[config.mk]
export PLATFORM = sky130hd
export DESIGN_NAME = ecev_div
export DESIGN_NICKNAME = d
export VERILOG_FILES = /design/src/hdl/euler_characteristic_eigenvectors_core_macros.svh /design/src/hdl/ecev_div.sv
export SDC_FILE = /design/constraint.sdc
export NUM_CORES = 2
export LEC_CHECK = 0
export BUFFER_PORTS_ARGS = -buffer_cell sky130_fd_sc_hd__clkbuf_2
export CORE_AREA = 3 3 354 356
export DETAILED_ROUTE_END_ITERATION = 12
export DIE_AREA = 0 0 357 359
export HOLD_SLACK_MARGIN = 0.03
export PLACE_DENSITY_LB_ADDON = 0.1
export SLEW_MARGIN = 5
export SYNTH_ARGS = -nofsm -noshare
export SYNTH_HDL_FRONTEND = slang
export SYNTH_SLANG_ARGS = --single-unit
[constraint.sdc]
create_clock -name clk -period 12.96 [get_ports clk]
set_input_delay 0.648 -clock clk [delete_from_list [all_inputs] [get_ports clk]]
set_output_delay 0.648 -clock clk [all_outputs]
set_load 0.05 [all_outputs]
[src/hdl/euler_characteristic_eigenvectors_core_macros.svh]
// Assertion helpers shared by the core. Each one checks on the rising clock
// edge and stays quiet while the asynchronous reset is asserted.
`ifndef EULER_CHARACTERISTIC_EIGENVECTORS_CORE_MACROS_SVH
`define EULER_CHARACTERISTIC_EIGENVECTORS_CORE_MACROS_SVH

// A condition that must hold at every edge.
`define ECEV_HOLDS(lbl, cond, msg) \
	lbl: assert property (@(posedge clk) disable iff (!arst_n) (cond)) else $error(msg);

// A consequence that must hold in the same cycle as its cause.
`define ECEV_IMPLIES(lbl, ante, cons, msg) \
	lbl: assert property (@(posedge clk) disable iff (!arst_n) (ante) |-> (cons)) \
		else $error(msg);

`endif

[src/hdl/ecev_div.sv]
// Pipelined restoring divider. The high part of the numerator is checked
// against the divisor up front; when it is not smaller the quotient does not
// fit and the overflow flag is raised instead.
module ecev_div #(
	parameter int NW   = 48,
	parameter int DW   = 24,
	parameter int QW   = 31,
	parameter int STEP = 4,
	parameter int SW   = 1
) (
	input  logic          clk,
	input  logic          arst_n,
	input  logic          en,
	input  logic          in_valid,
	input  logic [NW-1:0] num,
	input  logic [DW-1:0] den,
	input  logic [SW-1:0] side_in,
	output logic          out_valid,
	output logic          out_ovf,
	output logic [QW-1:0] quot,
	output logic [SW-1:0] side_out
);

	localparam int NS = (QW + STEP - 1) / STEP;
	localparam int HW = NW - QW;
	localparam int CW = ((HW > DW) ? HW : DW) + 1;

	logic [CW-1:0] hi_c;
	logic [CW-1:0] den_c;
	logic          ovf_in;
	logic [DW-1:0] rem_in;

	logic          vld_s  [NS];
	logic          ovf_s  [NS];
	logic [DW-1:0] rem_s  [NS];
	logic [DW-1:0] den_s  [NS];
	logic [QW-1:0] lq_s   [NS];
	logic [SW-1:0] side_s [NS];

	assign hi_c   = CW'(num[NW-1:QW]);
	assign den_c  = CW'(den);
	assign ovf_in = (hi_c >= den_c);
	assign rem_in = ovf_in ? '0 : DW'(hi_c);

	function automatic void div_steps(input logic [DW-1:0] r_i, input logic [QW-1:0] l_i,
			input logic [DW-1:0] d, input int base,
			output logic [DW-1:0] r_o, output logic [QW-1:0] l_o);
		logic [DW:0]   t;
		logic [DW-1:0] r;
		logic [QW-1:0] l;
		r = r_i;
		l = l_i;
		for (int k = 0; k < STEP; k++) begin
			if (base + k < QW) begin
				t = {r, l[QW-1]};
				if (t >= {1'b0, d}) begin
					t = t - {1'b0, d};
					l = {l[QW-2:0], 1'b1};
				end else begin
					l = {l[QW-2:0], 1'b0};
				end
				r = t[DW-1:0];
			end
		end
		r_o = r;
		l_o = l;
	endfunction

	for (genvar s = 0; s < NS; s++) begin : g_stage
		logic          v_prev;
		logic          o_prev;
		logic [DW-1:0] r_prev;
		logic [DW-1:0] d_prev;
		logic [QW-1:0] l_prev;
		logic [SW-1:0] sd_prev;
		logic [DW-1:0] r_nxt;
		logic [QW-1:0] l_nxt;

		if (s == 0) begin : g_first
			assign v_prev  = in_valid;
			assign o_prev  = ovf_in;
			assign r_prev  = rem_in;
			assign d_prev  = den;
			assign l_prev  = num[QW-1:0];
			assign sd_prev = side_in;
		end else begin : g_next
			assign v_prev  = vld_s[s-1];
			assign o_prev  = ovf_s[s-1];
			assign r_prev  = rem_s[s-1];
			assign d_prev  = den_s[s-1];
			assign l_prev  = lq_s[s-1];
			assign sd_prev = side_s[s-1];
		end

		always_comb begin
			div_steps(r_prev, l_prev, d_prev, s * STEP, r_nxt, l_nxt);
		end

		always_ff @(posedge clk or negedge arst_n) begin
			if (!arst_n) begin
				vld_s[s] <= 1'b0;
			end else if (en) begin
				vld_s[s] <= v_prev;
			end
		end

		always_ff @(posedge clk) begin
			if (en) begin
				ovf_s[s]  <= o_prev;
				rem_s[s]  <= r_nxt;
				den_s[s]  <= d_prev;
				lq_s[s]   <= l_nxt;
				side_s[s] <= sd_prev;
			end
		end
	end

	assign out_valid = vld_s[NS-1];
	assign out_ovf   = ovf_s[NS-1];
	assign quot      = lq_s[NS-1];
	assign side_out  = side_s[NS-1];

endmodule

==> impl_metrics.tcl <==
set metrics [dict create \
    startpoint_type "input port" \
    grt_first_pass_wirelength_mm 269 \
    crit_type "in -> reg" \
    avgRoutedWirePerCell_um 20.6 \
    synth-simple-area-share_pct 12.6 \
    yosys_warnings 0 \
    slowest_delay_ns 0.57 \
    cpMostUsedCell "ha_1" \
    grt_pass1_vias 48100 \
    slew_violations 0 \
    hold_viol 0 \
    vias 49900 \
    synth_area_leaders "edfxtp_1 29%, ha_1 15%, mux2_2 7.4%" \
    fp.dieH_um 359 \
    min_from "num[25]" \
    postSynthCellCount 6469 \
    synthMuxAreaShare_pct 9.56 \
    routed_via_density 5.93 \
    synth.largest_area_cell "edfxtp_1" \
    diodes 0 \
    critPathTopFamily "compound AO/OA/AOI/OAI gates" \
    hold_depth 1 \
    ys_seq_area_share_pct 29.8 \
    max-cap-violations 0 \
    cp.arrival_ns 12.68 \
    post-route-util_pct 55.2 \
    required_ns 13.38 \
    drive_above_1_share_pct 14.2 \
    clk_latency_ns 0.67 \
    synthArstFlopShare_pct 1.32 \
    finalSetupViolCount 0 \
    cts_sinks 608 \
    fin_worst_skew_ns 0.0351 \
    cts-buffers-inserted 72 \
    synth.distinct_cells 112 \
    regToRegEndpoint "rem_s[4][17]$_DFFE_PP_" \
    finalCriticalPeriod_ns 12.26 \
    dr.first_iter.drc_count 3293 \
    worstMarginPinSlew_ns 0.980 \
    nets 7590 \
    period_share_pct 94.6 \
    outcome "complete, no violations" \
    synth_xor_area_share_pct 8.09 \
    synth_top_area_share_pct 29.4 \
    dpl.hpwl_mm 140 \
    drt-pass1-iter-count 5 \
    synth_top_family_by_area "compound AO/OA/AOI/OAI gates" \
    start_util_pct 50.2 \
    antenna_found_initial 2 \
    clk_pin_slew_worst_paths_ns 0.07 \
    yosys_register_bits 608 \
    synthAdderAreaFrac_pct 16.4 \
    boundaryPins 111 \
    stdcell_count 8411 \
    crit_path_end_kind "register" \
    r2r_setup_slack_ns 0.72 \
    die_width_um 357 \
    slowest_stage "or4b_1" \
    syn-mean-instance-area_um2 9.47 \
    synth_compound_area_share_pct 20.1 \
    htree_num_levels 3 \
    synth_area_um2 61200 \
    syn_to_final_growth_pct 10.0 \
    core_area_um2 122000 \
    drc 0 \
    slew_headroom_pct 33.8 \
    antenna_left 0 \
    place_congestion 0.936 \
    worstReg2RegStart "den_s[3][3]$_DFFE_PP_" \
    synth_nets 7330 \
    synth_edf_count 600 \
    rsz0062_at_grt "no" \
    track_usage_pct 26.5 \
    wl_mm 174 \
    rows 128 \
    crit_fanout 25 \
    clockBufferDepth 3 \
    die_area_um2 128000 \
    max_freq_ghz 0.0816 \
    critical_path_buf_inv_count 7 \
    grt_max_degree 166 \
    io_buffers 110 \
    rr_worst_depth 48 \
    finalHoldWorstSlack_ns 0.150 \
    cts-root-buf "clkbuf_16" \
    dp.cells 8274 \
    place_area_um2 64700 \
    design_area_um2 67400 \
    hold_class "in -> reg" \
    whs_endpoint "lq_s[0][29]$_DFFE_PP_" \
    synth_flop_cell "edfxtp_1" \
    gr-total-overflow 0 \
    cts_tree "done" \
]
[worst reg2reg max path, delay by kind of cell, from the launching register on]
kind            cells  cell delay, ns
fa+ha+maj           4            1.39
compound gates     27            6.34
buf+inv             5            1.00
mux                 4            1.48
flops               1            0.39
simple gates        8            1.36
[cells in the mapped netlist, types with 128 or more instances]
| cell | n |
|---|---|
| ha_1 | 755 |
| edfxtp_1 | 600 |
| a21oi_1 | 529 |
| inv_1 | 427 |
| mux2_2 | 403 |
| nor2_1 | 400 |
| o21ai_0 | 392 |
| nand2_1 | 387 |
| xnor2_1 | 378 |
| a21o_1 | 280 |
| xor2_1 | 186 |
| nor3_1 | 128 |
| o21a_1 | 128 |
[how the worst max path moves through the flow]
stage / startpoint / to / slack [ns] / cells past startpoint
global route: den_s[4][3]$_DFFE_PP_ / rem_s[5][3]$_DFFE_PP_ / 0.01 / 52
CTS: den[4] / rem_s[0][21]$_DFFE_PP_ / 0.28 / 56
detailed placement: den[4] / rem_s[0][21]$_DFFE_PP_ / -0.37 / 56
global placement: den[4] / rem_s[0][21]$_DFFE_PP_ / -0.20 / 56
floorplan: den[4] / rem_s[0][21]$_DFFE_PP_ / 0.05 / 61
finish: den[7] / rem_s[0][21]$_DFFE_PP_ / 0.70 / 55
[registers in the layout, summed over array words and instances, names as in the netlist]
name,count
rem_s,168
out_valid,1
lq_s,248
side_s,8
ovf_s,8
den_s,168
g_stage.v_prev,7
[per-layer routing]
layer,part of all wire (%),GRT usage (%)
met1,44,34.2
met2,48,46.0
met3,3.6,2.44
met4,4.0,9.60
met5,0,0
[layout make-up]
type | count | area, um2
Fill cell | 11200 | 54700
Multi-Input combinational cell | 5326 | 41000
Sequential cell | 608 | 18200
Tap cell | 1625 | 2030
Timing Repair Buffer | 288 | 2000
Clock buffer | 83 | 1860
Inverter | 433 | 1640
Clock inverter | 48 | 631
[repair_timing]
item,CTS,global route
endpoints found under the setup margin,0,170
buffers inserted,0,5
hold buffers,1,0
endpoints found under the hold margin,8,0
gates resized for setup,0,41
[per-stage QoR]
stage | worst slack (ns) | TNS (ns)
3_5_place_dp | -0.374 | -7.77
3_3_place_gp | -0.201 | -3.83
6_report | 0.701 | 0
4_1_cts | 0.283 | 0
2_1_floorplan | 0.0473 | 0
5_1_grt | 0.0138 | 0
[kinds of logic (layout without fill, tap and decap cells)]
logic type / Yosys count / in the layout
compound gates: 1889 / 1889
xor+xnor: 565 / 565
fa+ha+maj: 785 / 785
buf+inv: 535 / 852
flops: 608 / 608
mux: 516 / 516
simple gates: 1571 / 1571
[placed cells by master, fill, tap and decap left out, types with 73 or more instances in the layout]
cell and instances:
nand4_1 106, nor3_1 128, mux2_2 403, clkbuf_2 109, nand2_1 387, nor2b_1 85
xor2_1 186, nand2b_1 98, nor2_1 400, edfxtp_1 600, buf_4 166, ha_1 754
a21oi_1 524, inv_1 424, nand3_1 100, a21o_1 280, clkbuf_16 73, o21a_1 127
o21ai_0 389, xnor2_1 378
Power is not shown: default switching activity piles up to over one toggle a cycle in this logic, so the estimate is an artifact.
