**src/hdl/euler_characteristic_eigenvectors_core_macros.svh**
```systemverilog
// Assertion helpers shared by the core. Each one checks on the rising clock
// edge and stays quiet while the asynchronous reset is asserted.
`ifndef EULER_CHARACTERISTIC_EIGENVECTORS_CORE_MACROS_SVH
`define EULER_CHARACTERISTIC_EIGENVECTORS_CORE_MACROS_SVH

// A condition that must hold at every edge.
`define ECEV_HOLDS(lbl, cond, msg) \
	lbl: assert property (@(posedge clk) disable iff (!arst_n) (cond)) else $error(msg);

// A consequence that must hold in the same cycle as its cause.
`define ECEV_IMPLIES(lbl, ante, cons, msg) \
	lbl: assert property (@(posedge clk) disable iff (!arst_n) (ante) |-> (cons)) \
		else $error(msg);

`endif

```
**src/hdl/ecev_sqrt.sv**
```systemverilog
// Pipelined floor square root, one result bit per step, two operand bits
// consumed per step.
module ecev_sqrt #(
	parameter int RW   = 31,
	parameter int STEP = 4,
	parameter int SW   = 1
) (
	input  logic            clk,
	input  logic            arst_n,
	input  logic            en,
	input  logic            in_valid,
	input  logic [2*RW-1:0] operand,
	input  logic [SW-1:0]   side_in,
	output logic            out_valid,
	output logic [RW-1:0]   root,
	output logic [SW-1:0]   side_out
);

	localparam int NS = (RW + STEP - 1) / STEP;

	logic            vld_s  [NS];
	logic [RW+1:0]   rem_s  [NS];
	logic [RW-1:0]   root_s [NS];
	logic [2*RW-1:0] op_s   [NS];
	logic [SW-1:0]   side_s [NS];

	function automatic void root_steps(input logic [RW+1:0] r_i, input logic [RW-1:0] q_i,
			input logic [2*RW-1:0] o_i, input int base,
			output logic [RW+1:0] r_o, output logic [RW-1:0] q_o,
			output logic [2*RW-1:0] o_o);
		logic [RW+3:0]   t;
		logic [RW+3:0]   trial;
		logic [RW+1:0]   r;
		logic [RW-1:0]   q;
		logic [2*RW-1:0] o;
		r = r_i;
		q = q_i;
		o = o_i;
		for (int k = 0; k < STEP; k++) begin
			if (base + k < RW) begin
				t     = {r, o[2*RW-1:2*RW-2]};
				trial = {2'b00, q, 2'b01};
				if (t >= trial) begin
					t = t - trial;
					q = {q[RW-2:0], 1'b1};
				end else begin
					q = {q[RW-2:0], 1'b0};
				end
				r = t[RW+1:0];
				o = {o[2*RW-3:0], 2'b00};
			end
		end
		r_o = r;
		q_o = q;
		o_o = o;
	endfunction

	for (genvar s = 0; s < NS; s++) begin : g_stage
		logic            v_prev;
		logic [RW+1:0]   r_prev;
		logic [RW-1:0]   q_prev;
		logic [2*RW-1:0] o_prev;
		logic [SW-1:0]   sd_prev;
		logic [RW+1:0]   r_nxt;
		logic [RW-1:0]   q_nxt;
		logic [2*RW-1:0] o_nxt;

		if (s == 0) begin : g_first
			assign v_prev  = in_valid;
			assign r_prev  = '0;
			assign q_prev  = '0;
			assign o_prev  = operand;
			assign sd_prev = side_in;
		end else begin : g_next
			assign v_prev  = vld_s[s-1];
			assign r_prev  = rem_s[s-1];
			assign q_prev  = root_s[s-1];
			assign o_prev  = op_s[s-1];
			assign sd_prev = side_s[s-1];
		end

		always_comb begin
			root_steps(r_prev, q_prev, o_prev, s * STEP, r_nxt, q_nxt, o_nxt);
		end

		always_ff @(posedge clk or negedge arst_n) begin
			if (!arst_n) begin
				vld_s[s] <= 1'b0;
			end else if (en) begin
				vld_s[s] <= v_prev;
			end
		end

		always_ff @(posedge clk) begin
			if (en) begin
				rem_s[s]  <= r_nxt;
				root_s[s] <= q_nxt;
				op_s[s]   <= o_nxt;
				side_s[s] <= sd_prev;
			end
		end
	end

	assign out_valid = vld_s[NS-1];
	assign root      = root_s[NS-1];
	assign side_out  = side_s[NS-1];

endmodule

```
**config.mk**
```make
export PLATFORM = sky130hd
export DESIGN_NAME = ecev_sqrt
export DESIGN_NICKNAME = d
export VERILOG_FILES = /design/src/hdl/euler_characteristic_eigenvectors_core_macros.svh /design/src/hdl/ecev_sqrt.sv
export SDC_FILE = /design/constraint.sdc
export NUM_CORES = 2
export LEC_CHECK = 0
export ABC_CLOCK_PERIOD_IN_PS = 34700
export BUFFER_PORTS_ARGS = -buffer_cell sky130_fd_sc_hd__buf_2
export CAP_MARGIN = 20
export CORE_MARGIN = 2
export CORE_UTILIZATION = 40
export DETAILED_ROUTE_END_ITERATION = 6
export PLACE_DENSITY = 0.63
export SETUP_SLACK_MARGIN = 0.15
export SKIP_CTS_REPAIR_TIMING = 1
export SYNTH_ARGS = -nofsm -noshare
export SYNTH_HDL_FRONTEND = slang
export SYNTH_SLANG_ARGS = --single-unit
```
**constraint.sdc**
```tcl
create_clock -name clk -period 34.7 [get_ports clk]
set_input_delay 1.735 -clock clk [delete_from_list [all_inputs] [get_ports clk]]
set_output_delay 1.735 -clock clk [all_outputs]
set_load 0.05 [all_outputs]
```
==> metrics.log <==
[metrics] leakage power of the design: 26.69 nW
[metrics] number of buffers added by the clock tree synthesis step: 75
[metrics] die area: 156500 um^2
[metrics] routed via count: 56390
[metrics] largest stage delay on the critical path: 0.90 ns
[metrics] number of maximum-capacitance violations: 0
[metrics] warning count from the yosys run: 0
[metrics] Placement Rows: 143
[metrics] highest ir drop seen on vdd: 109.0 uV
[metrics] Clk Latency, worst-skew pair: 0.69 ns
[metrics] main flop type after synthesis: edfxtp_1
[metrics] worst clock skew: 0.03380 ns
[metrics] routability congestion estimate: 0.9863
[metrics] startpoint of the worst hold path: op_s[3][30]
[metrics] clock tree from TritonCTS: done
[metrics] clock-pin transition on the worst setup and hold timing paths: 0.06 ns
[metrics] critical-path cell with the highest stage delay: inv_2
[metrics] area of the placeable core: 152100 um^2
[metrics] cell type with the highest aggregate area in the netlist: edfxtp_1
[metrics] final critical-path share of the clock period: 48.81%
[metrics] sequential share of power: 16.2%
[metrics] Power per Cell Area: 116.3 nW/um^2
[metrics] setup TNS after final layout: 0 ns
[metrics] Pre-antenna DRT Iters: 6
[metrics] maximum clock frequency: 0.05905 GHz
[metrics] wire per inst: 21.53 um
[metrics] cell count after placement: 9258
[metrics] first-pass GRT wire length: 309700 um
[metrics] share of layout cells above drive strength 1: 6.350%
[metrics] Worst Setup Path Type: register to register
[metrics] most frequent cell after synthesis: nor2_1
[metrics] sequential cell area in the final layout: 17980 um^2
[metrics] remaining max-slew budget at the tightest pin: 27.10%
[metrics] Post-Syn Instances: 7329
[metrics] Initial Util: 40.35%
[metrics] signal arrival time at the worst endpoint: 17.30 ns
[metrics] maximum number of pins on one net before global-route repair: 132
[metrics] worst endpoint required time: 35.06 ns
[metrics] setup repair after global routing missed its margin: no
[metrics] portion of synthesized cell area occupied by the leading cell type: 28.97%
[metrics] post-layout power: 7.722 mW
[metrics] worst-case hold slack: 0.4125 ns
[metrics] number of design rule violations left after detail routing: 0
[metrics] ANT cells: 0
[metrics] most frequent cells after synthesis: nor2_1, a21oi_1, nand2_1
[metrics] mean area per synthesized cell: 8.372 um^2
[metrics] Setup violations, final: 0
[metrics] vias in the first global route: 53080
[metrics] Yosys reg bits: 600
[metrics] number of top-level pins: 100
[metrics] Fillers: 15100
[metrics] die height: 395.7 um
[metrics] Initial DRC Count: 4985
[metrics] capturing element type of the critical path: register
[metrics] number of enable flip-flop cells after synthesis: 592
[metrics] Final Slew Violations: 0
[metrics] startpoint kind of the worst setup timing path: register
[metrics] Worst Setup Slack, final: 17.76 ns
[metrics] P_sw: 3.955 mW
[metrics] Port-buffer cells: 99
[metrics] actual transition at the worst max-transition pin: 1.078 ns
[metrics] half-perimeter wire length of the detailed placement result: 162700 um
[metrics] status: completed
[metrics] initial antenna violation count: 2
[metrics] area taken by multi-input logic gates: 41020 um^2
[metrics] total wire length after detailed routing: 202400 um
[metrics] Tot GR Track Use: 24.87%
[metrics] root buffer cell: clkbuf_16
[metrics] TritonCTS Sinks: 600
[metrics] switching fraction of total power: 51.22%
[metrics] final hold viol count: 0
[metrics] number of non-filler instances in the completed layout: 9400
[metrics] sequential element share of the synthesized area: 29.30%
[metrics] Distinct cells, synth: 111
[metrics] area of the mapped netlist: 61360 um^2
[metrics] part of the total power dissipated in the clock network: 10.4%
[metrics] Clock Tree Buf Depth: 3
[metrics] proportion of synthesized flip-flops having asynchronous set or reset: 1.333%
[metrics] combinational cell fraction of total power: 73.3%
[metrics] floorplan die width: 395.7 um
[metrics] startpoint of the worst setup timing path: root_s[1][1]
[metrics] internal power: 3.767 mW
[metrics] post-DR vias/cell: 5.999
[metrics] layout-stage area growth over the synthesis result: 8.181%
[metrics] critical path peak fanout: 46
[metrics] worst min path class: register to register
[metrics] R2R Path Start: root_s[1][1]
[metrics] number of levels in the clock H-tree: 3
[metrics] final critical-path required period: 16.94 ns
[metrics] remaining global-route overflow: 0
[metrics] Total Nets Final: 7903
[metrics] leading post-synthesis cells by cell area: edfxtp_1, ha_1, xnor2_1, a21oi_1, nor2_1
[metrics] most used cell, CP: nand2_1
[metrics] remaining number of nets flagged by the antenna check after routing: 0
[metrics] dpl ws: 18.32 ns
## kinds of logic (layout without fill, tap and decap cells)
logic type / Yosys count / in the layout / share of synthesized area, %
other cells: 1 / 4 / 0.006112
compound gates: 2208 / 2208 / 23.32
fa+ha+maj: 528 / 528 / 10.76
mux: 111 / 111 / 1.988
flops: 600 / 600 / 29.30
simple gates: 2557 / 2557 / 20.82
xor+xnor: 694 / 694 / 9.906
buf+inv: 630 / 668 / 3.905
## stage by stage
stage	util (%)	cell area, um^2
5_1_grt	43.65	66380
3_5_place_dp	41.95	63790
3_3_place_gp	41.95	63790
4_1_cts	43.61	66330
2_1_floorplan	-	61370
6_report	43.65	66380
## critical path, delay by kind of cell (launching register included)
family / cells / cell delay, ns
AOI/OAI and AO/OA: 26 / 7.81
xor gates and xnor gates: 2 / 0.54
adders and majority gates: 4 / 1.64
buffers and inverters: 7 / 2.76
DFF: 1 / 0.54
and+or+nand+nor: 15 / 3.21
## area by class of cell
class | instances | share of cell area (%)
clock inverters | 56 | 0.8878
repair buffers | 143 | 1.289
multi-input cells | 6102 | 61.79
well taps | 2030 | 3.826
flip-flops and latches | 600 | 27.08
clock buffers | 82 | 2.931
inverters | 387 | 2.188
## power groups by stage
stage	sequential, mW	clock [mW]	combinational (mW)
final	1.25	0.806	5.66
after detailed placement	1.26	0	5.51
after global routing	1.27	0.851	6.21
after CTS	1.25	0.827	5.55
after floorplan	1.18	0	4.21
after global placement	1.26	0	5.50
## registers in the layout, indices dropped and copies added (netlist names)
register,cells
root_s,143
out_valid,1
rem_s,231
op_s,210
g_stage.v_prev,7
side_s,8
## metal layers
layer / vias to the layer above / GRT usage (%) / wire, um
li1: 27270 / - / -
met1: 26900 / 33.47 / 89650
met2: 1921 / 41.05 / 93480
met3: 306 / 2.959 / 11640
met4: 0 / 8.793 / 7600
met5: - / 0 / 0
## path summary, 6_finish.rpt
path                       slack, ns                end  cells past startpoint
max reg2reg                    17.76        rem_s[5][5]                     54
min in group asynchronous       0.89  g_stage[7].v_prev                      1
min reg2reg                     0.41        op_s[4][38]                      0
min                             0.41        op_s[4][38]                      0
max in group asynchronous      33.63  g_stage[3].v_prev                      1
max                            17.76        rem_s[5][5]                     54
## cells in the final DEF (no fill, tap or decap), types with 72 or more instances in the layout
cell	n
a211oi_1	72
xnor2_1	450
a31oi_1	78
xor2_1	244
nand3_1	195
nor2b_1	77
edfxtp_1	592
buf_2	98
a21oi_1	654
or3_1	77
nand2_1	612
nor4_1	99
and3_1	76
nand4_1	127
o21ai_0	429
mux2_2	76
o21bai_1	88
nand2b_1	90
nor3_1	187
clkbuf_16	77
a21o_1	269
ha_1	527
inv_1	374
nor2_1	687
Power figures use the tool's default switching activity.
